File: src/lpls_pkg.sv
// Shared types, codes and helpers for the LED pulse link and light sensor.
`timescale 1ns / 1ps

package lpls_pkg;

    // Timer and frame sizing
    localparam int TIMER_WIDTH    = 16;
    localparam int BITS_PER_FRAME = 8;
    localparam int CFG_W          = 16;
    localparam int CFG_IDX_W      = 3;
    localparam int BYTE_W         = 8;

    // Item kinds
    localparam logic [1:0] KIND_TICK    = 2'd0;
    localparam logic [1:0] KIND_SEND    = 2'd1;
    localparam logic [1:0] KIND_MEASURE = 2'd2;
    localparam logic [1:0] KIND_NOP     = 2'd3;

    // Register indexes
    localparam logic [CFG_IDX_W-1:0] REG_MARK      = 3'd0;
    localparam logic [CFG_IDX_W-1:0] REG_SPACE     = 3'd1;
    localparam logic [CFG_IDX_W-1:0] REG_PERIOD    = 3'd2;
    localparam logic [CFG_IDX_W-1:0] REG_CHARGE    = 3'd3;
    localparam logic [CFG_IDX_W-1:0] REG_WINDOW    = 3'd4;
    localparam logic [CFG_IDX_W-1:0] REG_THRESHOLD = 3'd5;

    // Register reset values
    localparam logic [CFG_W-1:0] MARK_RESET      = 16'd1000;
    localparam logic [CFG_W-1:0] SPACE_RESET     = 16'd500;
    localparam logic [CFG_W-1:0] PERIOD_RESET    = 16'd5000;
    localparam logic [CFG_W-1:0] CHARGE_RESET    = 16'd1000;
    localparam logic [CFG_W-1:0] WINDOW_RESET    = 16'd5000;
    localparam logic [CFG_W-1:0] THRESHOLD_RESET = 16'd2500;

    typedef struct packed {
        logic [1:0]        kind;
        logic [BYTE_W-1:0] data_byte;
        logic              cathode_sample;
    } item_t;

    typedef struct packed {
        logic anode_output_enable;
        logic anode_drive;
        logic cathode_output_enable;
        logic cathode_drive;
        logic busy_res;
        logic send_done;
        logic level_valid;
        logic light_level;
        logic rejected;
    } result_t;

    // Clamp a register-width wait to the timer range
    function automatic logic [TIMER_WIDTH-1:0] sat_timer(input logic [CFG_W-1:0] v);
        logic [CFG_W+TIMER_WIDTH-1:0] wide;
        logic [CFG_W+TIMER_WIDTH-1:0] lim;
        wide = {{TIMER_WIDTH{1'b0}}, v};
        lim  = {{CFG_W{1'b0}}, {TIMER_WIDTH{1'b1}}};
        if (wide > lim)
        begin
            sat_timer = '1;
        end
        else
        begin
            sat_timer = wide[TIMER_WIDTH-1:0];
        end
    endfunction

endpackage

File: src/led_pulse_link_and_light_sense.sv
// Top level: LED pulse-width transmitter and discharge-time light sensor.
// Datapath: an accepted item passes through the input register, then the result
// register, which presents its result beat; one item per clock is sustained while
// the result side keeps up. All of an item's work, including chains of zero-length
// waits, is resolved combinationally between the input register and the result
// register.
// Reset (rst_n, asynchronous, active low): idle, pins unconfigured, timing
// registers at their default values; items are accepted right after reset.
`timescale 1ns / 1ps

module led_pulse_link_and_light_sense (
    input  logic                               clk,
    input  logic                               rst_n,
    // item channel
    input  logic                               item_valid,
    output logic                               item_stall,
    input  lpls_pkg::item_t                    item_data,
    // result channel
    output logic                               res_valid,
    input  logic                               res_stall,
    output lpls_pkg::result_t                  res_data,
    // configuration write channel
    input  logic                               cfg_valid,
    output logic                               cfg_ready,
    input  logic [lpls_pkg::CFG_IDX_W-1:0]     cfg_index,
    input  logic [lpls_pkg::CFG_W-1:0]         cfg_data
);

    localparam int TW        = lpls_pkg::TIMER_WIDTH;
    localparam int CW        = lpls_pkg::CFG_W;
    localparam int BPF       = lpls_pkg::BITS_PER_FRAME;
    localparam int BW        = lpls_pkg::BYTE_W;
    localparam int LEFT_W    = $clog2(BPF + 1);
    localparam int FRAME_W   = (BPF > BW) ? BPF : BW;
    localparam int ELAPSED_W = CW + 1;

    typedef enum logic [2:0] {
        PH_IDLE,
        PH_EMIT,
        PH_RBIAS,
        PH_CHARGE,
        PH_SENSE,
        PH_PAD
    } phase_t;

    typedef enum logic [1:0] {
        PM_NONE,
        PM_EMIT,
        PM_RBIAS,
        PM_DISCH
    } pin_t;

    // Outcome of starting the next bit of a frame
    typedef struct packed {
        phase_t            phase;
        pin_t              pin;
        logic [TW-1:0]     count;
        logic [BW-1:0]     shift;
        logic [LEFT_W-1:0] left;
        logic              done;
    } bit_res_t;

    // Start the next of the n bits left in the frame held in s, skipping every bit whose emit and
    // reverse-bias waits are both zero; done when the frame runs out.
    function automatic bit_res_t start_bits(
        input logic [BW-1:0]     s,
        input logic [LEFT_W-1:0] n,
        input logic [CW-1:0]     mark,
        input logic [CW-1:0]     space,
        input logic [CW-1:0]     period
    );
        logic [FRAME_W-1:0] s_ext;
        logic [FRAME_W-1:0] s_sh;
        logic [LEFT_W-1:0]  k;
        logic               found;
        logic [CW-1:0]      d;
        bit_res_t           r;
        s_ext = FRAME_W'(s);
        k     = n;
        found = 1'b0;
        for (int i = 0; i < BPF; i++)
        begin
            if (!found && (LEFT_W'(i) < n))
            begin
                if (!((period == '0) && (s_ext[i] ? (mark == '0) : (space == '0))))
                begin
                    found = 1'b1;
                    k     = LEFT_W'(i);
                end
            end
        end
        s_sh    = s_ext >> k;
        r.shift = s_sh[BW-1:0];
        r.left  = n - k;
        d       = s_sh[0] ? mark : space;
        if (!found)
        begin
            r.phase = PH_IDLE;
            r.pin   = PM_RBIAS;
            r.count = '0;
            r.done  = 1'b1;
        end
        else if (d != '0)
        begin
            r.phase = PH_EMIT;
            r.pin   = PM_EMIT;
            r.count = lpls_pkg::sat_timer(d);
            r.done  = 1'b0;
        end
        else
        begin
            r.phase = PH_RBIAS;
            r.pin   = PM_RBIAS;
            r.count = lpls_pkg::sat_timer(period);
            r.done  = 1'b0;
        end
        return r;
    endfunction

    // Configuration registers
    logic [CW-1:0] mark_reg, space_reg, period_reg, charge_reg, window_reg, thr_reg;

    // Pipeline registers
    logic              in_valid_reg, in_valid_next;
    lpls_pkg::item_t   in_item_reg;
    logic              out_valid_reg, out_valid_next;
    lpls_pkg::result_t out_data_reg, out_data_next;

    // Block state
    phase_t                 phase_reg, phase_next;
    pin_t                   pin_reg, pin_next;
    logic [TW-1:0]          count_reg, count_next;
    logic [ELAPSED_W-1:0]   elapsed_reg, elapsed_next;
    logic [BW-1:0]          shift_reg, shift_next;
    logic [LEFT_W-1:0]      left_reg, left_next;

    logic          advance, fire, accept;
    logic          done, lvl_valid, level, rej;
    bit_res_t      bits;
    logic [BW-1:0]     bits_s;
    logic [LEFT_W-1:0] bits_n;
    logic [CW-1:0]     emit_d, rb_raw;
    logic [TW-1:0]     rb_wait, count_dec, charge_wait, pad_wait;
    logic [ELAPSED_W-1:0] e_inc;
    logic [ELAPSED_W-1:0] window_ext;

    // Handshake
    assign advance    = !out_valid_reg || !res_stall;
    assign fire       = in_valid_reg && advance;
    assign item_stall = in_valid_reg && !advance;
    assign accept     = item_valid && !item_stall;
    assign cfg_ready  = 1'b1;
    assign res_valid  = out_valid_reg;
    assign res_data   = out_data_reg;

    // Shared bit starter: new frame on a send, else the rest of the current one
    always_comb
    begin
        if (in_item_reg.kind == lpls_pkg::KIND_SEND)
        begin
            bits_s = in_item_reg.data_byte;
            bits_n = LEFT_W'(BPF);
        end
        else
        begin
            bits_s = shift_reg >> 1;
            bits_n = left_reg - 1'b1;
        end
        bits = start_bits(bits_s, bits_n, mark_reg, space_reg, period_reg);
    end

    // Wait values
    assign emit_d      = shift_reg[0] ? mark_reg : space_reg;
    assign rb_raw      = (period_reg > emit_d) ? (period_reg - emit_d) : '0;
    assign rb_wait     = lpls_pkg::sat_timer(rb_raw);
    assign count_dec   = count_reg - 1'b1;
    assign charge_wait = lpls_pkg::sat_timer(charge_reg);
    assign e_inc       = elapsed_reg + 1'b1;
    assign window_ext  = {1'b0, window_reg};
    assign pad_wait    = lpls_pkg::sat_timer((window_ext > e_inc) ?
                                             CW'(window_ext - e_inc) : '0);

    // Next state for the item in the input register
    always_comb
    begin
        phase_next   = phase_reg;
        pin_next     = pin_reg;
        count_next   = count_reg;
        elapsed_next = elapsed_reg;
        shift_next   = shift_reg;
        left_next    = left_reg;
        done         = 1'b0;
        lvl_valid    = 1'b0;
        level        = 1'b0;
        rej          = 1'b0;
        case (in_item_reg.kind)
            lpls_pkg::KIND_SEND:
            begin
                if (phase_reg != PH_IDLE)
                begin
                    rej = 1'b1;
                end
                else
                begin
                    phase_next = bits.phase;
                    pin_next   = bits.pin;
                    count_next = bits.count;
                    shift_next = bits.shift;
                    left_next  = bits.left;
                    done       = bits.done;
                end
            end
            lpls_pkg::KIND_MEASURE:
            begin
                if (phase_reg != PH_IDLE)
                begin
                    rej = 1'b1;
                end
                else if (charge_wait == '0)
                begin
                    phase_next   = PH_SENSE;
                    pin_next     = PM_DISCH;
                    count_next   = '0;
                    elapsed_next = '0;
                end
                else
                begin
                    phase_next = PH_CHARGE;
                    pin_next   = PM_RBIAS;
                    count_next = charge_wait;
                end
            end
            lpls_pkg::KIND_TICK:
            begin
                case (phase_reg)
                    PH_EMIT:
                    begin
                        count_next = count_dec;
                        if (count_dec == '0)
                        begin
                            if (rb_wait != '0)
                            begin
                                phase_next = PH_RBIAS;
                                pin_next   = PM_RBIAS;
                                count_next = rb_wait;
                            end
                            else
                            begin
                                phase_next = bits.phase;
                                pin_next   = bits.pin;
                                count_next = bits.count;
                                shift_next = bits.shift;
                                left_next  = bits.left;
                                done       = bits.done;
                            end
                        end
                    end
                    PH_RBIAS:
                    begin
                        count_next = count_dec;
                        if (count_dec == '0)
                        begin
                            phase_next = bits.phase;
                            pin_next   = bits.pin;
                            count_next = bits.count;
                            shift_next = bits.shift;
                            left_next  = bits.left;
                            done       = bits.done;
                        end
                    end
                    PH_CHARGE:
                    begin
                        count_next = count_dec;
                        if (count_dec == '0)
                        begin
                            phase_next   = PH_SENSE;
                            pin_next     = PM_DISCH;
                            elapsed_next = '0;
                        end
                    end
                    PH_SENSE:
                    begin
                        elapsed_next = e_inc;
                        if ((e_inc > window_ext) || !in_item_reg.cathode_sample)
                        begin
                            if (pad_wait == '0)
                            begin
                                phase_next = PH_IDLE;
                                count_next = '0;
                                lvl_valid  = 1'b1;
                                level      = e_inc > ELAPSED_W'(thr_reg);
                            end
                            else
                            begin
                                phase_next = PH_PAD;
                                count_next = pad_wait;
                            end
                        end
                    end
                    PH_PAD:
                    begin
                        count_next = count_dec;
                        if (count_dec == '0)
                        begin
                            phase_next = PH_IDLE;
                            lvl_valid  = 1'b1;
                            level      = elapsed_reg > ELAPSED_W'(thr_reg);
                        end
                    end
                    default:
                    begin
                        count_next = count_reg;
                    end
                endcase
            end
            default:
            begin
                rej = 1'b0;
            end
        endcase
    end

    // Result beat
    always_comb
    begin
        out_data_next = '0;
        case (pin_next)
            PM_EMIT:
            begin
                out_data_next.anode_output_enable   = 1'b1;
                out_data_next.anode_drive           = 1'b1;
                out_data_next.cathode_output_enable = 1'b1;
            end
            PM_RBIAS:
            begin
                out_data_next.anode_output_enable   = 1'b1;
                out_data_next.cathode_output_enable = 1'b1;
                out_data_next.cathode_drive         = 1'b1;
            end
            PM_DISCH:
            begin
                out_data_next.anode_output_enable   = 1'b1;
            end
            default:
            begin
                out_data_next.anode_output_enable   = 1'b0;
            end
        endcase
        out_data_next.busy_res    = (phase_next != PH_IDLE);
        out_data_next.send_done   = done;
        out_data_next.level_valid = lvl_valid;
        out_data_next.light_level = lvl_valid && level;
        out_data_next.rejected    = rej;
    end

    // Valid flags
    always_comb
    begin
        if (accept)
        begin
            in_valid_next = 1'b1;
        end
        else if (advance)
        begin
            in_valid_next = 1'b0;
        end
        else
        begin
            in_valid_next = in_valid_reg;
        end
        if (fire)
        begin
            out_valid_next = 1'b1;
        end
        else if (!res_stall)
        begin
            out_valid_next = 1'b0;
        end
        else
        begin
            out_valid_next = out_valid_reg;
        end
    end

    // State, configuration and pipeline registers
    always_ff @(posedge clk or negedge rst_n)
    begin
        if (!rst_n)
        begin
            in_valid_reg  <= 1'b0;
            out_valid_reg <= 1'b0;
            phase_reg     <= PH_IDLE;
            pin_reg       <= PM_NONE;
            count_reg     <= '0;
            elapsed_reg   <= '0;
            shift_reg     <= '0;
            left_reg      <= '0;
            mark_reg      <= lpls_pkg::MARK_RESET;
            space_reg     <= lpls_pkg::SPACE_RESET;
            period_reg    <= lpls_pkg::PERIOD_RESET;
            charge_reg    <= lpls_pkg::CHARGE_RESET;
            window_reg    <= lpls_pkg::WINDOW_RESET;
            thr_reg       <= lpls_pkg::THRESHOLD_RESET;
        end
        else
        begin
            in_valid_reg  <= in_valid_next;
            out_valid_reg <= out_valid_next;
            if (fire)
            begin
                phase_reg   <= phase_next;
                pin_reg     <= pin_next;
                count_reg   <= count_next;
                elapsed_reg <= elapsed_next;
                shift_reg   <= shift_next;
                left_reg    <= left_next;
            end
            if (cfg_valid && cfg_ready)
            begin
                case (cfg_index)
                    lpls_pkg::REG_MARK:      mark_reg   <= cfg_data;
                    lpls_pkg::REG_SPACE:     space_reg  <= cfg_data;
                    lpls_pkg::REG_PERIOD:    period_reg <= cfg_data;
                    lpls_pkg::REG_CHARGE:    charge_reg <= cfg_data;
                    lpls_pkg::REG_WINDOW:    window_reg <= cfg_data;
                    lpls_pkg::REG_THRESHOLD: thr_reg    <= cfg_data;
                    default:                 thr_reg    <= thr_reg;
                endcase
            end
        end
    end

    // Payload registers
    always_ff @(posedge clk)
    begin
        if (accept)
        begin
            in_item_reg <= item_data;
        end
        if (fire)
        begin
            out_data_reg <= out_data_next;
        end
    end

    // Checks
    a_busy_pins: assert property (@(posedge clk) disable iff (!rst_n)
        (phase_reg != PH_IDLE) |-> (pin_reg != PM_NONE))
        else $error("busy with pins unconfigured");

    a_sense_disch: assert property (@(posedge clk) disable iff (!rst_n)
        (phase_reg == PH_SENSE || phase_reg == PH_PAD) |-> (pin_reg == PM_DISCH))
        else $error("sensing without discharge pin mode");

    a_send_bits: assert property (@(posedge clk) disable iff (!rst_n)
        (phase_reg == PH_EMIT || phase_reg == PH_RBIAS) |-> (left_reg != '0))
        else $error("sending with no bits left");

    a_one_event: assert property (@(posedge clk) disable iff (!rst_n)
        out_valid_reg |-> !(out_data_reg.send_done && out_data_reg.level_valid))
        else $error("send end and level report in one beat");

endmodule
File: config.mk
export PLATFORM = sky130hd
export DESIGN_NAME = led_pulse_link_and_light_sense
export DESIGN_NICKNAME = d
export VERILOG_FILES = /design/src/lpls_pkg.sv /design/src/led_pulse_link_and_light_sense.sv
export SDC_FILE = /design/constraint.sdc
export NUM_CORES = 1
export LEC_CHECK = 0
export ABC_CLOCK_PERIOD_IN_PS = 7650
export BUFFER_PORTS_ARGS = -buffer_cell sky130_fd_sc_hd__buf_4
export CORE_ASPECT_RATIO = 0.5
export CORE_MARGIN = 1
export CORE_UTILIZATION = 40
export CTS_CLUSTER_DIAMETER = 80
export CTS_CLUSTER_SIZE = 25
export DETAILED_ROUTE_END_ITERATION = 6
export PLACE_DENSITY = 0.61
export SLEW_MARGIN = 15
export SYNTH_ARGS = -nofsm -noshare
export SYNTH_HDL_FRONTEND = slang
export SYNTH_SLANG_ARGS = --single-unit
File: constraint.sdc
create_clock -name clk -period 7.65 [get_ports clk]
set_clock_uncertainty 0.1 [all_clocks]
set_input_delay 0.3825 -clock clk [delete_from_list [all_inputs] [get_ports clk]]
set_output_delay 0.3825 -clock clk [all_outputs]
set_load 0.005 [all_outputs]
======== After elaboration in Yosys (flattened, before gate mapping) ========
Index checks and enable logic that the tools add are counted.
storage, ports and cells
  flip-flop bits (word level) ............. 168
  input bits .............................. 35
  output and inout port bits .............. 12
  word-level logic and storage cells ...... 257
operators by class
  add/subtract/negate cells ............... 6
  magnitude comparators ................... 13
  equal/unequal tests ..................... 27
  shift operators ......................... 1
  mux-type cells .......................... 122
  reduce and logical (&&, ||, !) cells .... 62
operators with widths
  kind                     count
  $mux W16                 12
  $logic_not A16 Y1        6
  $mux W4                  21
  $pmux W17 S2             2
  $pmux W16 S4             1
  $gt A17 B16 Y1           3
  $mux W17                 3
  $pmux W16 S3             1
  $mux W1                  47
  $mux W20                 2
  $mux W8                  5
  $pmux W8 S2              2
  $reduce_bool A16 Y1      2
  $sub A16 B16 Y16         2
  $mux W3                  10
  $logic_and A1 B1 Y1      19
  $add A17 B1 Y17 const B  1
  $gt A16 B17 Y1           1
  $gt A16 B16 Y1           1
  $lt A3 B4 Y1 const A     4
  $pmux W4 S2              2
  $sub A16 B1 Y16 const B  1
  $ne A3 B3 Y1 const B     5
  $pmux W3 S5              1
  other kinds (29)         77

======== Logic depth before layout (Yosys ltp) ========
  depth after elaboration ................. 39
  mapped depth ............................ 24
  depth with buffers taken out ............ 21

======== Worst setup path after synthesis ========
No wires, ideal clock.
  path type ............................... reg2reg
  start point ............................. register shift_reg[0]
  end point ............................... register out_data_reg (netlist bit res_data[6]), data pin
  setup time .............................. 261 ps
  data arrival time ....................... 5014 ps
  data required time ...................... 7289 ps
  path slack .............................. 2275 ps
  stages on the path, launching flop included .. 20
  path buffers ............................ 3
  clock period less this slack ............ 5375 ps
  cell sequence ........................... dfrtp_1 clkbuf_1 clkbuf_1 mux2i_1 ha_1 nor2b_1 o21ai_1 a21oi_1 o21ai_0 a21oi_1 or4_1 or4_1 nand4bb_1 o41a_1 clkbuf_1 o211ai_1 nand2_1 a221oi_2 mux2_2 ha_1
RTL lines
  element                 RTL line                               source
  start, declared         led_pulse_link_and_light_sense.sv:134  logic [BW-1:0] shift_reg, shift_next;
  start signal, assigned  led_pulse_link_and_light_sense.sv:415  shift_reg <= shift_next;
  end signal, assigned    led_pulse_link_and_light_sense.sv:442  out_data_reg <= out_data_next;
  end, declared           led_pulse_link_and_light_sense.sv:127  lpls_pkg::result_t out_data_reg, out_data_next;

======== Final worst setup path ========
  start point ............................. register elapsed_reg[0]
  end point ............................... register count_reg[1]
on the way
  word-level cells in the longest chain between the ends .. 8
  elaborated cells on any way between the ends .. 13
  those cells by class .................... 2 x add/sub; 2 x order compare; 1 x eq/ne; 5 x mux; 3 x reduce/logical
ends and longest elaborated chain
  element                                             RTL line                                                                      source
  start, declared                                     led_pulse_link_and_light_sense.sv:133                                         logic [ELAPSED_W-1:0] elapsed_reg, elapsed_next;
  start signal, assigned                              led_pulse_link_and_light_sense.sv:414                                         elapsed_reg <= elapsed_next;
  $add A17 B1 Y17 (*)                                 led_pulse_link_and_light_sense.sv:178                                         assign e_inc = elapsed_reg + 1'b1;
  $sub A16 B16 Y16 or $gt A16 B17 Y1 (tied branches)  led_pulse_link_and_light_sense.sv:181, led_pulse_link_and_light_sense.sv:180
  $mux W16                                            led_pulse_link_and_light_sense.sv:180                                         assign pad_wait = lpls_pkg::sat_timer((window_ext > e_inc) ?
  $logic_not A16 Y1                                   led_pulse_link_and_light_sense.sv:286                                         if (pad_wait == '0)
  $mux W16                                            led_pulse_link_and_light_sense.sv:286
  $mux W16                                            led_pulse_link_and_light_sense.sv:284                                         if ((e_inc > window_ext) || !in_item_reg.cathode_sample)
  $pmux W16 S4                                        led_pulse_link_and_light_sense.sv:235                                         case (phase_reg)
  $pmux W16 S3                                        led_pulse_link_and_light_sense.sv:196                                         case (in_item_reg.kind)
  end signal, assigned                                led_pulse_link_and_light_sense.sv:413                                         count_reg <= count_next;
  end, declared                                       led_pulse_link_and_light_sense.sv:132                                         logic [TW-1:0] count_reg, count_next;
Mark *: on every way between the ends. The rest lies on a longest branch, timed or not. The select of a mux whose other input is x is not followed.
A chain may end at the register's enable or synchronous reset.

==> impl_metrics.py <==
metrics = {
    "clocking": {
        "cts_max_level": 4,
        "ctsResizeCount": 0,
        "cts_inserted_buffers": 17,
        "cts-root-buf": "clkbuf_16",
        "clkSlewWorstSetupHoldPaths_ns": 0.07,
        "clkLatencyLatePin_ns": 0.47,
        "cts_buffer_depth": 2,
        "cts_tree": "built",
        "cts_sinks": 168,
    },
    "pwr": {
        "power_frac_clock_pct": 19.0,
        "vdd_drop_max_v": 0.000129,
        "power_leakage_nw": 6.14,
        "p_sw_mw": 2.22,
        "switching_share_pct": 47.1,
        "p_int_mw": 2.49,
        "comb_power_share_pct": 51.1,
        "p_seq_share_pct": 29.9,
        "power.density_mw_per_mm2": 316,
    },
    "critical_path": {
        "crit_fanout": 24,
        "startpoint_type": "register",
        "worst_ep_arrival_time_ns": 6.30,
        "r2r_start": "elapsed_reg[0]",
        "crit_required_ns": 7.91,
        "critPathLaunch": "elapsed_reg[0]",
        "critical_path_class": "reg -> reg",
        "cp-end-kind": "register",
        "regToRegSetupSlack_ns": 1.60,
    },
    "synthesis": {
        "synth_warnings": 0,
        "synth_area_mm2": 0.0134,
        "syn_inst": 1546,
        "postSynth.asyncResetShare_pct": 88.1,
        "yosysUniqueCellTypes": 99,
        "ys_ff_latch": 168,
        "ys.flop_type": "dfrtp_1",
        "seq_area_frac_synth_pct": 32.4,
        "avgSynthCellArea_um2": 8.68,
        "synth_nets": 1677,
        "synth_edf_count": 20,
    },
    "drt": {
        "viasPerCell": 6.20,
        "dr_total_vias": 12500,
        "drc": 4,
        "routed_wl_mm": 48.2,
        "initialDrtViolationCount": 1618,
        "routedWlPerCell_um": 23.8,
        "ant_nets": 0,
        "dr.pass1.iters": 7,
    },
    "flow_run": {
        "maxCapViolations": 0,
    },
    "layout": {
        "antenna_cells": 0,
        "largest_reg_flops": 17,
        "fill_cells": 3151,
        "post_route_cells_drive_above_1_share_pct": 16.4,
        "postLayoutCoreUtil_pct": 46.1,
        "area_delta_synth_final_pct": 11.0,
        "finalNetCount": 1706,
        "final_cell_mix": "167 x nand2_1, 129 x a21oi_1, 117 x o21ai_0",
        "final_common_cell": "nand2_1",
    },
    "place": {
        "hpwl_mm": 36.9,
        "io_buffers": 45,
        "pre_cts_ws_ns": 1.38,
        "gp_congestion": 0.998,
    },
    "floorplan": {
        "initial_core_util_pct": 41.5,
        "io_pins": 47,
        "die_w_um": 261,
        "rows": 46,
        "fp.dieH_um": 132,
        "coreArea_mm2": 0.0323,
        "die-area_mm2": 0.0343,
    },
    "run_status": {
        "status": "finished with violations",
        "violations": "DRC",
    },
    "global_route": {
        "grt_pass1_vias": 12000,
        "grt_max_degree": 78,
        "grtUsageTotal_pct": 28.2,
        "grt_pass1_wl_mm": 73.2,
        "antenna_found_initial": 2,
        "overflow": 0,
    },
    "timing": {
        "maxSlewHeadroom_pct": 28.3,
        "slew_violations": 0,
        "rsz0062_at_grt": "false",
        "period_share_pct": 79.1,
        "holdWs_ns": 0.0314,
        "min_period_ns": 6.05,
        "fin_setup_tns_ns": 0,
        "final_hold_viol_count": 0,
        "finalSetupViolCount": 0,
        "worst_pin_slew_ns": 1.07,
        "setup_ws_ns": 1.60,
        "max_freq_mhz": 165,
    },
    "min_path": {
        "min_path_type": "in -> reg",
        "hold_path.startpoint": "item_valid",
    },
}
-- critical path: stages, from the launching register on --
cell and delay [ns]:
dfrtp_1 0.48, ha_1 0.32, nand4_1 0.17, nor3_1 0.56, xor2_1 0.22, ha_1 0.46, nand2_1 0.10, or4_1 0.41
a21oi_1 0.13, o21ai_0 0.11, a21oi_1 0.35, o21ai_1 0.17, a21oi_1 0.17, o21a_1 0.70, nor2b_2 0.76, nand2_1 0.14
a221oi_1 0.31, o22ai_1 0.12, o211a_1 0.14
-- worst paths after layout --
kind                             endpoint  cells past startpoint
hold / removal               in_valid_reg                      2
max in group asynchronous   space_reg[13]                      3
min in group asynchronous  window_reg[10]                      2
hold reg to reg              shift_reg[6]                      2
setup / recovery             count_reg[1]                     18
setup reg to reg             count_reg[1]                     18
-- per-stage QoR --
step                cell area [um2]  power, mW  cells
detailed placement            14200       3.74   1976
floorplan                     13400       3.01   1546
global placement              14200       3.72   1976
finish                        14900       4.71   2020
global route                  14900       4.99   2020
CTS                           14900       4.66   2020
-- cells in the mapped netlist (28+ instances only) --
cell type	number	area [um2]
a21oi_1	129	646
clkbuf_1	53	199
dfrtp_1	115	2880
dfstp_2	33	867
ha_1	93	1160
inv_1	83	312
mux2_2	90	1010
mux2i_1	28	280
nand2_1	167	627
nand3_1	41	205
nor2_1	110	413
nor3_1	36	180
nor4_1	28	175
o21ai_0	117	586
xnor2_1	28	245
-- what timing repair did --
item                                   CTS  global route
hold buffers                            12             0
endpoints found under the hold margin   77             0
setup buffers                            0             0
-- routing by layer --
metal	GRT usage, %	part of all wire (%)
met2	43.1	44
met4	8.07	2.3
met1	39.8	45
met5	0	0
met3	5.81	7.9
-- cells by family after synthesis --
| family | synth area share [%] |
|---|---|
| simple gates | 18.1 |
| compound gates | 21.8 |
| flops | 32.4 |
| buf+inv | 4.67 |
| mux | 10.5 |
| fa+ha+maj | 9.11 |
| xor+xnor | 3.39 |
| other cells | 0.0279 |
-- power by group through the flow --
stage	clock network [mW]	logic, mW	registers [mW]
after CTS	0.912	2.35	1.40
after floorplan	0	1.72	1.29
after detailed placement	0	2.33	1.41
after global placement	0	2.31	1.40
after global routing	0.950	2.61	1.43
final	0.898	2.41	1.41
-- area by class of cell --
| type | instances | area [um2] | share of cell area, % |
|---|---|---|---|
| tap | 432 | 541 | 3.63 |
| sequential | 168 | 4350 | 29.2 |
| clock inverter | 15 | 174 | 1.17 |
| inverter | 87 | 332 | 2.23 |
| multi-input combinational | 1225 | 8480 | 56.9 |
| timing repair buffer | 76 | 604 | 4.06 |
| clock buffer | 17 | 425 | 2.85 |
(Power assumes the default switching activity.)
